[src/rtl/core/pcsm_pkg.sv]
// shared types, constants and arithmetic helpers of the pixel colour style mapper
// no dependencies
`default_nettype none

package pcsm_pkg;

  localparam int unsigned MaxDarkenDef = 8;

  localparam logic [15:0] LumR = 16'd13926;
  localparam logic [15:0] LumG = 16'd46885;
  localparam logic [15:0] LumB = 16'd4725;
  localparam logic [23:0] LumRound = 24'd32768;
  // 2.56 in q14, rounded up so that exact multiples of 25 do not fall short
  localparam logic [15:0] DesatRecip = 16'd41944;
  localparam logic [8:0] FadeMax = 9'd256;
  localparam logic [6:0] DesatMax = 7'd100;

  typedef enum logic [2:0] {
    REG_STYLE  = 3'd0,
    REG_BACK   = 3'd1,
    REG_MIRROR = 3'd2,
    REG_CLOUD  = 3'd3,
    REG_FADE   = 3'd4,
    REG_DESAT  = 3'd5,
    REG_DARKEN = 3'd6,
    REG_BORDER = 3'd7
  } cfg_idx_e;

  typedef enum logic [2:0] {
    MODE_PLAIN   = 3'd0,
    MODE_NEON    = 3'd1,
    MODE_NOBOUND = 3'd2,
    MODE_NEON2   = 3'd3,
    MODE_ILLUS   = 3'd4
  } style_mode_e;

  typedef struct packed {
    logic [4:0]  style;
    logic [23:0] back;
    logic [23:0] mirror;
    logic [23:0] cloud;
    logic [8:0]  fade_w;
    logic [8:0]  desat_w;
    logic [3:0]  steps;
    logic [23:0] border;
  } cfg_t;

  typedef struct packed {
    logic [31:0] col;
    logic [31:0] pol;
    logic        tri_flag;
    logic [23:0] rgb;
  } pix_t;

  // floor(x / 3) for x below 768, by reciprocal 683 / 2048
  function automatic logic [7:0] div3(input logic [9:0] x);
    logic [20:0] p;
    p = 21'(x) * 21'd683;
    return p[18:11];
  endfunction

  // (a * (256 - w) + b * w + 127) >> 8 with w in 0..256
  function automatic logic [7:0] blend8(input logic [7:0] a, input logic [7:0] b,
                                        input logic [8:0] w);
    logic [17:0] s;
    s = 18'(a) * 18'(FadeMax - w) + 18'(b) * 18'(w) + 18'd127;
    return s[15:8];
  endfunction

  function automatic logic [23:0] blend24(input logic [23:0] a, input logic [23:0] b,
                                          input logic [8:0] w);
    return {blend8(a[23:16], b[23:16], w), blend8(a[15:8], b[15:8], w),
            blend8(a[7:0], b[7:0], w)};
  endfunction

endpackage

`default_nettype wire

[src/rtl/core/pixel_color_style_mapper.sv]
// top level of the pixel colour style mapper: config registers and the
// pipeline; depends on pcsm_pkg and the pcsm_* stage modules
//
// usage:
// - input channel: in_valid_i with shape_color_i, outline_in_i, mirror_code_i and
//   triangle_flag_i; an item is taken on a clock edge with in_valid_i high and
//   in_stall_o low
// - output channel: out_valid_o with fill_out_o and outline_out_o; an item is
//   delivered on an edge with out_valid_o high and out_stall_i low
// - config channel: cfg_valid_i, cfg_index_i, cfg_data_i; cfg_ready_o is always
//   high, write only while no item is in flight
// - pipeline stages in order: tint, fade, luminance, desaturation, one stage
//   per halving, and the style stage with the output register
// - throughput is one item per cycle while out_stall_i is low; each stage holds
//   one item and advances whenever the stage after it is empty or moving
// - when the receiver stalls the output holds, the pipeline fills its empty
//   stages and then in_stall_o rises; nothing is dropped or repeated
// - reset empties every stage and loads the register defaults (fade weight 256,
//   all others zero)
`default_nettype none

module pixel_color_style_mapper
  import pcsm_pkg::*;
#(
  parameter int unsigned MAX_DARKEN = MaxDarkenDef
) (
  input  wire logic        clk_i,
  input  wire logic        rst_ni,
  input  wire logic        in_valid_i,
  output logic             in_stall_o,
  input  wire logic [31:0] shape_color_i,
  input  wire logic [31:0] outline_in_i,
  input  wire logic [1:0]  mirror_code_i,
  input  wire logic        triangle_flag_i,
  output logic             out_valid_o,
  input  wire logic        out_stall_i,
  output logic [31:0]      fill_out_o,
  output logic [31:0]      outline_out_o,
  input  wire logic        cfg_valid_i,
  output logic             cfg_ready_o,
  input  wire logic [2:0]  cfg_index_i,
  input  wire logic [23:0] cfg_data_i
);

  cfg_t cfg;
  pix_t front_data, tone_data, dark_data;
  logic front_vld, tone_vld, dark_vld;
  logic front_rdy, tone_rdy, dark_rdy, style_rdy;
  logic in_rdy;

  pcsm_cfg u_cfg (
    .clk_i, .rst_ni, .cfg_valid_i, .cfg_ready_o, .cfg_index_i, .cfg_data_i,
    .cfg_o (cfg)
  );

  pcsm_front u_front (
    .clk_i, .rst_ni,
    .cfg_i           (cfg),
    .in_valid_i,
    .in_ready_o      (in_rdy),
    .shape_color_i, .outline_in_i, .mirror_code_i, .triangle_flag_i,
    .out_valid_o     (front_vld),
    .out_ready_i     (tone_rdy),
    .out_data_o      (front_data)
  );

  pcsm_tone u_tone (
    .clk_i, .rst_ni,
    .cfg_i       (cfg),
    .in_valid_i  (front_vld),
    .in_ready_o  (tone_rdy),
    .in_data_i   (front_data),
    .out_valid_o (tone_vld),
    .out_ready_i (dark_rdy),
    .out_data_o  (tone_data)
  );

  pcsm_darken #(
    .MAX_DARKEN (MAX_DARKEN)
  ) u_darken (
    .clk_i, .rst_ni,
    .cfg_i       (cfg),
    .in_valid_i  (tone_vld),
    .in_ready_o  (dark_rdy),
    .in_data_i   (tone_data),
    .out_valid_o (dark_vld),
    .out_ready_i (style_rdy),
    .out_data_o  (dark_data)
  );

  pcsm_style u_style (
    .clk_i, .rst_ni,
    .cfg_i       (cfg),
    .in_valid_i  (dark_vld),
    .in_ready_o  (style_rdy),
    .in_data_i   (dark_data),
    .out_valid_o,
    .out_ready_i (!out_stall_i),
    .fill_o      (fill_out_o),
    .outline_o   (outline_out_o)
  );

  assign front_rdy  = in_rdy;
  assign in_stall_o = !front_rdy;

endmodule

`default_nettype wire

[src/rtl/core/pcsm_cfg.sv]
// configuration register file, saturates fade and desaturation inputs and keeps
// the desaturation weight ready; depends on pcsm_pkg
`default_nettype none

module pcsm_cfg
  import pcsm_pkg::*;
(
  input  wire logic        clk_i,
  input  wire logic        rst_ni,
  input  wire logic        cfg_valid_i,
  output logic             cfg_ready_o,
  input  wire logic [2:0]  cfg_index_i,
  input  wire logic [23:0] cfg_data_i,
  output cfg_t             cfg_o
);

  cfg_t cfg_q;
  logic [6:0]  desat_sat;
  logic [22:0] desat_prod;
  logic [8:0]  fade_raw;

  assign cfg_ready_o = 1'b1;
  assign fade_raw    = cfg_data_i[8:0];
  assign desat_sat   = (cfg_data_i[6:0] > DesatMax) ? DesatMax : cfg_data_i[6:0];
  // floor(256 * level / 100)
  assign desat_prod  = 23'(desat_sat) * 23'(DesatRecip);

  always_ff @(posedge clk_i or negedge rst_ni) begin
    if (!rst_ni) begin
      cfg_q <= '0;
      cfg_q.fade_w <= FadeMax;
    end else if (cfg_valid_i) begin
      case (cfg_idx_e'(cfg_index_i))
        REG_STYLE:  cfg_q.style  <= cfg_data_i[4:0];
        REG_BACK:   cfg_q.back   <= cfg_data_i;
        REG_MIRROR: cfg_q.mirror <= cfg_data_i;
        REG_CLOUD:  cfg_q.cloud  <= cfg_data_i;
        REG_FADE:   cfg_q.fade_w <= (fade_raw > FadeMax) ? FadeMax : fade_raw;
        REG_DESAT:  cfg_q.desat_w <= desat_prod[22:14];
        REG_DARKEN: cfg_q.steps  <= cfg_data_i[3:0];
        REG_BORDER: cfg_q.border <= cfg_data_i;
        default: ;
      endcase
    end
  end

  assign cfg_o = cfg_q;

endmodule

`default_nettype wire

[src/rtl/core/pcsm_front.sv]
// first two stages: colourblind merge with mirror or cloud tint, then fade
// toward the background; depends on pcsm_pkg
`default_nettype none

module pcsm_front
  import pcsm_pkg::*;
(
  input  wire logic        clk_i,
  input  wire logic        rst_ni,
  input  wire cfg_t        cfg_i,
  input  wire logic        in_valid_i,
  output logic             in_ready_o,
  input  wire logic [31:0] shape_color_i,
  input  wire logic [31:0] outline_in_i,
  input  wire logic [1:0]  mirror_code_i,
  input  wire logic        triangle_flag_i,
  output logic             out_valid_o,
  input  wire logic        out_ready_i,
  output pix_t             out_data_o
);

  pix_t s1_d, s1_q, s2_d, s2_q;
  logic s1_vld_q, s2_vld_q;
  logic s1_rdy, s2_rdy;
  logic [7:0]  merged;
  logic [23:0] tint;
  logic        tint_en;

  // red and green merged for colourblind viewing
  assign merged = div3(10'({shape_color_i[23:16], 1'b0}) + 10'(shape_color_i[31:24]) + 10'd1);

  always_comb begin
    s1_d.col = cfg_i.style[4] ? {merged, merged, shape_color_i[15:0]} : shape_color_i;
    s1_d.pol = outline_in_i;
    s1_d.tri_flag = triangle_flag_i;
    tint_en = mirror_code_i != 2'd0;
    tint = mirror_code_i[0] ? cfg_i.mirror : cfg_i.cloud;
    // blend at one half is a plain per-byte average
    s1_d.rgb = s1_d.col[31:8];
    if (tint_en) begin
      s1_d.rgb[23:16] = 8'((9'(s1_d.col[31:24]) + 9'(tint[23:16])) >> 1);
      s1_d.rgb[15:8]  = 8'((9'(s1_d.col[23:16]) + 9'(tint[15:8])) >> 1);
      s1_d.rgb[7:0]   = 8'((9'(s1_d.col[15:8]) + 9'(tint[7:0])) >> 1);
    end
  end

  always_comb begin
    s2_d = s1_q;
    s2_d.rgb = blend24(cfg_i.back, s1_q.rgb, cfg_i.fade_w);
  end

  assign s1_rdy = !s1_vld_q || s2_rdy;
  assign s2_rdy = !s2_vld_q || out_ready_i;

  always_ff @(posedge clk_i or negedge rst_ni) begin
    if (!rst_ni) begin
      s1_vld_q <= 1'b0;
      s2_vld_q <= 1'b0;
    end else begin
      if (s1_rdy) s1_vld_q <= in_valid_i;
      if (s2_rdy) s2_vld_q <= s1_vld_q;
    end
  end

  always_ff @(posedge clk_i) begin
    if (s1_rdy && in_valid_i) s1_q <= s1_d;
    if (s2_rdy && s1_vld_q) s2_q <= s2_d;
  end

  assign in_ready_o  = s1_rdy;
  assign out_valid_o = s2_vld_q;
  assign out_data_o  = s2_q;

endmodule

`default_nettype wire

[src/rtl/core/pcsm_tone.sv]
// luminance stage and desaturation blend stage
// depends on pcsm_pkg
`default_nettype none

module pcsm_tone
  import pcsm_pkg::*;
(
  input  wire logic clk_i,
  input  wire logic rst_ni,
  input  wire cfg_t cfg_i,
  input  wire logic in_valid_i,
  output logic      in_ready_o,
  input  wire pix_t in_data_i,
  output logic      out_valid_o,
  input  wire logic out_ready_i,
  output pix_t      out_data_o
);

  pix_t s3_q, s4_d, s4_q;
  logic [7:0]  lum_q;
  logic [23:0] lum_sum;
  logic s3_vld_q, s4_vld_q;
  logic s3_rdy, s4_rdy;

  // q16 luminance, rounded
  assign lum_sum = 24'(in_data_i.rgb[23:16]) * 24'(LumR)
                 + 24'(in_data_i.rgb[15:8]) * 24'(LumG)
                 + 24'(in_data_i.rgb[7:0]) * 24'(LumB) + LumRound;

  // weight zero leaves the colour unchanged, so no bypass is needed
  always_comb begin
    s4_d = s3_q;
    s4_d.rgb = blend24(s3_q.rgb, {lum_q, lum_q, lum_q}, cfg_i.desat_w);
  end

  assign s3_rdy = !s3_vld_q || s4_rdy;
  assign s4_rdy = !s4_vld_q || out_ready_i;

  always_ff @(posedge clk_i or negedge rst_ni) begin
    if (!rst_ni) begin
      s3_vld_q <= 1'b0;
      s4_vld_q <= 1'b0;
    end else begin
      if (s3_rdy) s3_vld_q <= in_valid_i;
      if (s4_rdy) s4_vld_q <= s3_vld_q;
    end
  end

  always_ff @(posedge clk_i) begin
    if (s3_rdy && in_valid_i) begin
      s3_q  <= in_data_i;
      lum_q <= lum_sum[23:16];
    end
    if (s4_rdy && s3_vld_q) s4_q <= s4_d;
  end

  assign in_ready_o  = s3_rdy;
  assign out_valid_o = s4_vld_q;
  assign out_data_o  = s4_q;

endmodule

`default_nettype wire

[src/rtl/core/pcsm_darken.sv]
// one pipeline stage per halving toward the background colour
// depends on pcsm_pkg
`default_nettype none

module pcsm_darken
  import pcsm_pkg::*;
#(
  parameter int unsigned MAX_DARKEN = MaxDarkenDef
) (
  input  wire logic clk_i,
  input  wire logic rst_ni,
  input  wire cfg_t cfg_i,
  input  wire logic in_valid_i,
  output logic      in_ready_o,
  input  wire pix_t in_data_i,
  output logic      out_valid_o,
  input  wire logic out_ready_i,
  output pix_t      out_data_o
);

  logic vld [MAX_DARKEN+1];
  logic rdy [MAX_DARKEN+1];
  pix_t dat [MAX_DARKEN+1];
  logic [23:0] back_half;

  assign back_half = (cfg_i.back & 24'hFEFEFE) >> 1;
  assign vld[0] = in_valid_i;
  assign dat[0] = in_data_i;
  assign rdy[MAX_DARKEN] = out_ready_i;

  for (genvar i = 0; i < MAX_DARKEN; i++) begin : g_step
    pix_t stg_d, stg_q;
    logic stg_vld_q;

    always_comb begin
      stg_d = dat[i];
      // no carry crosses a byte: each half stays below 128
      if ({1'b0, cfg_i.steps} > 5'(i)) begin
        stg_d.rgb = ((dat[i].rgb & 24'hFEFEFE) >> 1) + back_half;
      end
    end

    assign rdy[i] = !stg_vld_q || rdy[i+1];

    always_ff @(posedge clk_i or negedge rst_ni) begin
      if (!rst_ni) begin
        stg_vld_q <= 1'b0;
      end else if (rdy[i]) begin
        stg_vld_q <= vld[i];
      end
    end

    always_ff @(posedge clk_i) begin
      if (rdy[i] && vld[i]) stg_q <= stg_d;
    end

    assign vld[i+1] = stg_vld_q;
    assign dat[i+1] = stg_q;
  end

  assign in_ready_o  = rdy[0];
  assign out_valid_o = vld[MAX_DARKEN];
  assign out_data_o  = dat[MAX_DARKEN];

endmodule

`default_nettype wire

[src/rtl/core/pcsm_style.sv]
// style mode selection and the output register
// depends on pcsm_pkg
`default_nettype none

module pcsm_style
  import pcsm_pkg::*;
(
  input  wire logic  clk_i,
  input  wire logic  rst_ni,
  input  wire cfg_t  cfg_i,
  input  wire logic  in_valid_i,
  output logic       in_ready_o,
  input  wire pix_t  in_data_i,
  output logic       out_valid_o,
  input  wire logic  out_ready_i,
  output logic [31:0] fill_o,
  output logic [31:0] outline_o
);

  logic [31:0] fill_d, fill_q, outl_d, outl_q;
  logic        vld_q, rdy;
  logic [7:0]  alpha;
  logic [31:0] dark;
  logic        nofill;

  function automatic logic [31:0] to_magenta(input logic [31:0] x);
    logic [7:0] mag, nm, gm;
    logic [8:0] nm_s, gm_s;
    mag  = 8'((9'(x[15:8]) + 9'(x[31:24])) >> 1);
    nm   = (mag > x[23:16]) ? mag : x[23:16];
    gm_s = (9'(mag) + 9'(x[23:16])) >> 1;
    gm   = 8'(gm_s[8:1]);
    nm_s = 9'((10'(nm) + 10'd255) >> 1);
    return {nm_s[7:0], gm, nm_s[7:0], x[7:0]};
  endfunction

  function automatic logic [31:0] to_mono(input logic [31:0] x);
    logic [7:0] c;
    c = div3(10'(x[31:24]) + 10'(x[23:16]) + 10'(x[15:8]) + 10'd1);
    return {c, c, c, x[7:0]};
  endfunction

  assign alpha  = in_data_i.col[7:0];
  assign dark   = {in_data_i.rgb, 8'h00};
  assign nofill = cfg_i.style[3];

  always_comb begin
    fill_d = {in_data_i.rgb, alpha};
    outl_d = in_data_i.pol;
    case (style_mode_e'(cfg_i.style[2:0]))
      MODE_NEON: begin
        fill_d = {in_data_i.pol[31:8], alpha};
        outl_d = {in_data_i.rgb, alpha};
        if (in_data_i.col == 32'h0000_00FF) outl_d = 32'hFFFF_FFFF;
        if (nofill && fill_d == 32'h0000_00FF) fill_d = '0;
      end
      MODE_NOBOUND: begin
        outl_d = '0;
      end
      MODE_NEON2: begin
        // the quarter alpha term may carry into blue
        fill_d = dark + 32'(alpha) + 32'(alpha[7:2]);
        outl_d = {in_data_i.rgb, alpha};
        if (in_data_i.col == 32'h0000_00FF) outl_d = 32'hFFFF_FFFF;
        if (in_data_i.pol != 32'h0000_00FF) outl_d = in_data_i.pol;
        if (nofill && fill_d == 32'h0000_00FF) fill_d = '0;
      end
      MODE_ILLUS: begin
        if (in_data_i.pol != '0 && in_data_i.pol[31:8] != cfg_i.border) begin
          fill_d = to_magenta(in_data_i.col);
          outl_d = 32'h0000_00FF;
        end else begin
          fill_d = to_mono(in_data_i.col);
          outl_d = in_data_i.pol;
        end
        if (fill_d[7:0] != 8'h00) fill_d[7:0] = 8'hFF;
        if (outl_d[7:0] != 8'h00) outl_d[7:0] = 8'hFF;
      end
      default: begin
        outl_d = in_data_i.tri_flag ? '0 : in_data_i.pol;
      end
    endcase
  end

  assign rdy = !vld_q || out_ready_i;

  always_ff @(posedge clk_i or negedge rst_ni) begin
    if (!rst_ni) begin
      vld_q <= 1'b0;
    end else if (rdy) begin
      vld_q <= in_valid_i;
    end
  end

  always_ff @(posedge clk_i) begin
    if (rdy && in_valid_i) begin
      fill_q <= fill_d;
      outl_q <= outl_d;
    end
  end

  assign in_ready_o  = rdy;
  assign out_valid_o = vld_q;
  assign fill_o      = fill_q;
  assign outline_o   = outl_q;

endmodule

`default_nettype wire

[config.mk]
export PLATFORM = sky130hd
export DESIGN_NAME = pixel_color_style_mapper
export DESIGN_NICKNAME = d
export VERILOG_FILES = /design/src/rtl/core/pcsm_pkg.sv /design/src/rtl/core/pixel_color_style_mapper.sv /design/src/rtl/core/pcsm_cfg.sv /design/src/rtl/core/pcsm_front.sv /design/src/rtl/core/pcsm_tone.sv /design/src/rtl/core/pcsm_darken.sv /design/src/rtl/core/pcsm_style.sv
export SDC_FILE = /design/constraint.sdc
export NUM_CORES = 2
export LEC_CHECK = 0
export BUFFER_PORTS_ARGS = -buffer_cell sky130_fd_sc_hd__buf_4
export CORE_UTILIZATION = 50
export DETAILED_ROUTE_END_ITERATION = 10
export PLACE_DENSITY = 0.68
export REMOVE_ABC_BUFFERS = 1
export SLEW_MARGIN = 15
export SYNTH_ARGS = -nofsm -noshare
export SYNTH_HDL_FRONTEND = slang
export SYNTH_SLANG_ARGS = --single-unit
export TNS_END_PERCENT = 100
[constraint.sdc]
create_clock -name clk_i -period 11.5 [get_ports clk_i]
set_input_delay 0.575 -clock clk_i [delete_from_list [all_inputs] [get_ports clk_i]]
set_output_delay 0.575 -clock clk_i [all_outputs]
set_load 0.03 [all_outputs]
* After elaboration in Yosys (flattened, before gate mapping)
Cells that the tools add are included.
** Storage, ports and cells
- Bits of input ports :: 99
- Output and inout port bits :: 67
- Flip-flop bits (word level) :: 1276
- Logic and storage cells :: 237
** Cells by class
- Reductions and logical operators :: 57
- Multiply operators :: 16
- Magnitude comparators :: 11
- Multiplexer cells :: 27
- Equal/unequal tests :: 16
- $add $sub $neg :: 38
** Operator list (count)
- 32-bit two-way mux :: 10
- 24-bit two-way mux :: 10
- 23-bit by 23-bit adder with 24-bit output :: 8
- 32-bit one-hot mux with 4 select lines :: 1
- 8-bit by 18-bit multiplier with 16-bit output :: 6
- 16-bit adder :: 6
- 16-bit by 7-bit adder with 16-bit output, second input constant :: 6
- 32-bit by 8-bit equality test with 1-bit output, second input constant :: 3
- 32-bit one-hot mux with 3 select lines :: 1
- 8-bit by 9-bit multiplier with 16-bit output :: 4
- 8-bit by 8-bit adder with 9-bit output :: 6
- 8-bit by 13-bit multiplier with 21-bit output, second input constant :: 2
- 10-bit by 10-bit multiplier with 19-bit output, second input constant :: 2
- 32-bit by 6-bit adder with 32-bit output :: 1
- 32-bit by 8-bit adder with 32-bit output :: 1
- 32-bit by 8-bit inequality test with 1-bit output, second input constant :: 1
- 32-bit nonzero test :: 1
- 22-bit by 24-bit adder with 24-bit output :: 1
- 24-bit by 16-bit adder with 24-bit output, second input constant :: 1
- 24-bit by 21-bit adder with 24-bit output :: 1
- 8-bit by 16-bit multiplier with 24-bit output, second input constant :: 1
- 8-bit two-way mux :: 3
- 24-bit inequality test :: 1
- 10-bit by 1-bit adder with 10-bit output, second input constant :: 2
- 23 further kinds :: 86

* Longest topological paths before layout
- Word-level depth :: 15
- Depth in mapped cells :: 36
- Depth with buffers taken out :: 36

* Modules after synthesis
A second synthesis with hierarchy kept.
** Unflattened totals
- Cells, all modules :: 8125
- Area, all modules :: 93998.9 µm²
** Modules (own cells, without submodules)
- pcsm_darken :: times used 1, area an instance 31839.3 µm², cells each 2194, sequential area each 21580.7 µm²
- pcsm_front :: times used 1, area an instance 24173.2 µm², cells each 2336, sequential area each 5395.2 µm²
- pcsm_tone :: times used 1, area an instance 23588.9 µm², cells each 2176, sequential area each 5635.4 µm²
- pcsm_style :: times used 1, area an instance 8167.8 µm², cells each 937, sequential area each 1946.9 µm²
- pcsm_cfg :: times used 1, area an instance 6222.2 µm², cells each 480, sequential area each 3079.2 µm²
- pixel_color_style_mapper :: times used 1, area an instance 7.5 µm², cells each 2, sequential area each 0.0 µm²

* Least setup slack after synthesis
OpenSTA, ideal clock, no wires.
- Path kind :: flip-flop to flip-flop
- Start :: register u_cfg.cfg_q, in the netlist u_cfg.cfg_o[28]
- End :: register u_tone.s4_q, in the netlist u_tone.out_data_o[23], data pin
- Arrival time :: 7954 ps
- Path slack :: 3278 ps
- Period minus slack after synthesis :: 8222 ps
- Stages on the path, launching flop included :: 32
- Required time :: 11232 ps
- Cells stage by stage :: dfrtp_1 clkbuf_1 clkbuf_1 nand2_1 fa_1 fa_1 inv_1 fa_1 inv_1 fa_1 inv_1 ha_1 a21oi_1 nor2b_1 o21a_1 o31a_1 o41ai_1 xor2_1 fa_1 fa_1 inv_1 fa_1 fa_1 ha_1 xnor2_1 xnor2_1 xnor2_1 xnor2_1 xnor2_1 xnor2_1 xnor2_1 xnor2_1
** RTL lines
- from (decl) :: RTL line pcsm_cfg.sv:17 : cfg_t cfg_q;
- to (signal assigned) :: RTL line pcsm_tone.sv:54 : if (s4_rdy && s3_vld_q) s4_q <= s4_d;
- to (decl) :: RTL line pcsm_tone.sv:19 : pix_t s3_q, s4_d, s4_q;

==> summary.txt <==
GRT
  – GR Overflow Total: 0
  – Vias in the first global route: 59287
  – Gr usage total: 24.40%
  – First-pass GRT wire length: 339800 um
  – Initial antenna violation count: 20
  – Largest net degree at the start of global routing: 75

Routing
  – M1 WL: 95160 um
  – First DRT Iteration DRCs: slightly above 4000
  – Vias: between 50000 and 60000
  – Uppermost layer routed: met4
  – Routed Antenna Nets: 0
  – Metal2 WL: about 100000 um
  – Via density: about 5.4
  – Drt total wl: between 200000 and 250000 um
  – Residual DRC count: 0
  – Met3 Wirelength: 10180 um
  – Wire per inst: 20.95 um
  – Pre-antenna DRT Iters: 5

Yosys
  – Multiplexer share of the synthesized area: ~2%
  – Most used flip-flop cell after synthesis: edfxtp_1
  – Synthesized flop and latch total: roughly 1300
  – Ys async rst share: between 10% and 20%
  – Mapped Avg Cell Area: 11.73 um2
  – Number of distinct library cells after synthesis: 88
  – Post-Synth XOR/XNOR Area: 3.977%
  – Yosys warns: 0
  – Mapped Area: 90510 um2
  – Post-synthesis simple-gate area fraction: 9.421%
  – Adder-cell share of the synthesized area: 30.78%
  – Post-synthesis compound-gate area fraction: 6.200%
  – Sequential fraction of the synthesis area: 41.58%
  – Largest family of logic cells by synthesized area: adder cells
  – Syn Inst Count: 7715
  – Post-synth EDFFs: about 1100

STA
  – Relative slew slack: 24.74%
  – Total negative slack: 0 ns
  – Measured slew at the worst slew-check pin: between 1 and 1.5 ns
  – Max-slew violation count: 0
  – Tcrit/Tclk final: 77.55%
  – Setup violators final: 0
  – Max Fclk: about 0.11 GHz
  – Clock Skews: around 0.053 ns
  – Fin crit period: 8.918 ns
  – Final WS setup: 2.582 ns
  – RSZ-0062 raised after global routing: no
  – Final hold violations: 0

Floorplan
  – I/O pin total: 166
  – Die ar.: 182700 um2
  – Core area: 179200 um2
  – Starting density of the core: 50.51%
  – DIE WIDTH: about 430 um
  – Rows: about 160
  – Die Y: ~430 um

Placed design
  – Worst slack, placed: 2.655 ns
  – Detailed placer's ending HPWL: approximately 160000 um
  – Port Buffer Count: 164
  – Placed cell count: roughly 10000
  – Gpl congestion: 0.9072

Worst setup path
  – Worst Path Required: roughly 12 ns
  – Crit Path Class: flop to flop
  – Worst path most repeated cell: fa_1
  – Worst Path Arrival: 9.40 ns
  – CP Launch Type: flop
  – Max incr delay on CP: 0.96 ns
  – Critical Path End Type: flop
  – Slowest CP cell: o41ai_1
  – Crit path max fanout: 12

CTS
  – CTS Sinks: 1276
  – CTS Buf Count: ~130
  – Clock root buffer: clkbuf_16
  – # Post-CTS Setup Buffers: 0
  – Clk buf depth: 3
  – CTS H-tree lvls: 4
  – Clk slew on worst S/H paths: 0.07 ns
  – PostCTS Resize Cnt: 0
  – Worst skew pair latency: 0.78 ns
  – TritonCTS clock tree: yes

Cells and area
  – Area Overhead vs Synth: 9.989%
  – Non-Filler Instances: about 10000
  – Most frequent cells in the layout: inv_1 (1220), edfxtp_1 (1140), fa_1 (861)
  – Nets@finish: 9713
  – Final core area utilization: 55.55%
  – Fraction of layout cells with a size suffix above 1: 8.161%
  – Most common cell after layout, fill and taps aside: inv_1

Hold path
  – Hold Path Class: input port to flop

Status
  – Status: complete, no violations

Job
  – Max-cap viol count: 0
==> state kept, by name, indices dropped and copies added, names as in the netlist <==
name                       flops
u_tone.s3_vld_q                1
u_tone.out_data_o             89
u_front.out_valid_o            1
u_style.fill_o                32
u_darken.g_step.stg_vld_q      7
u_darken.out_valid_o           1
u_cfg.cfg_o                  123
u_darken.out_data_o           89
u_style.out_valid_o            1
u_tone.s3_q                   89
u_front.s1_q                  89
u_front.s1_vld_q               1
u_style.outline_o             32
u_front.out_data_o            89
u_tone.lum_q                   8
u_darken.dat                 623
u_tone.out_valid_o             1
==> cell families (layout without fill, tap and decap cells) <==
| group | count (synthesis) | count (layout) |
|---|---|---|
| buf+inv | 1461 | 1760 |
| simple gates | 1792 | 1792 |
| fa+ha+maj | 1710 | 1710 |
| other cells | 1 | 14 |
| flops | 1276 | 1276 |
| compound gates | 905 | 905 |
| xor+xnor | 411 | 411 |
| mux | 159 | 159 |
==> critical path: cells and delay by family (launching register included) <==
kind / cells / cell delay [ns]
adders and majority gates: 11 / 4.67
buffers and inverters: 5 / 0.36
xor gates and xnor gates: 2 / 0.43
AOI/OAI and AO/OA: 6 / 2.27
and+or+nand+nor: 1 / 0.28
DFF: 1 / 0.58
==> metal layers <==
layer / GRT usage (%) / vias up
li1: - / 26024
met1: 33.23 / 28638
met2: 40.37 / 1446
met3: 2.857 / 326
met4: 8.673 / 0
met5: 0 / -
==> cells in the mapped netlist (all sizes together), types with 57 or more instances <==
cell | count | area [um2]
clkbuf | 219 | 823.3
fa | 861 | 17240
a21oi | 345 | 1727
o21bai | 58 | 435.4
mux2 | 147 | 1655
nor2b | 57 | 356.6
edfxtp | 1140 | 34230
dfrtp | 135 | 3378
o21ai | 194 | 982.2
xor2 | 119 | 1042
a21o | 92 | 690.7
and2 | 350 | 2190
inv | 1220 | 4579
ha | 849 | 10620
xnor2 | 292 | 2557
nand3 | 58 | 302.8
nand2 | 741 | 2781
nor3 | 71 | 355.3
nor2 | 323 | 1212
==> final cells by class <==
type                            instances  area, um2
Fill cell                           14989      79650
Multi-Input combinational cell       4978      47540
Sequential cell                      1276      37640
Inverter                             1220       4579
Clock buffer                          170       3541
Tap cell                             2355       2947
Timing Repair Buffer                  295       2336
Clock inverter                         75      938.4
Antenna cell                           13      32.53
==> final timing paths <==
| kind | from | cells past startpoint | slack, ns | end |
|---|---|---|---|---|
| min reg2reg | u_darken.dat[300] | 0 | 0.40 | u_darken.dat[211] |
| min | shape_color_i[10] | 1 | 0.04 | u_front.s1_q[67] |
| max reg2reg | u_cfg.cfg_o[31] | 25 | 2.58 | u_tone.out_data_o[23] |
| max | u_cfg.cfg_o[31] | 25 | 2.58 | u_tone.out_data_o[23] |
| min in group asynchronous | rst_ni | 2 | 0.33 | u_cfg.cfg_o[33] |
| max in group asynchronous | rst_ni | 3 | 9.62 | u_cfg.cfg_o[86] |
==> through the flow <==
stage | hold WS [ns] | cell area (um2)
floorplan | 0.2794 | 89590
global placement | 0.4009 | 94570
detailed placement | 0.4045 | 94570
CTS | 0.006549 | 99520
global route | 0.006799 | 99550
finish | 0.04022 | 99550
==> timing repair <==
| item | CTS | global route |
|---|---|---|
| setup endpoints to repair | 0 | 0 |
| hold endpoints to repair | 111 | 0 |
| hold buffers | 47 | 0 |
Power is not shown: default switching activity piles up to over one toggle a cycle in this logic, so the estimate is an artifact.
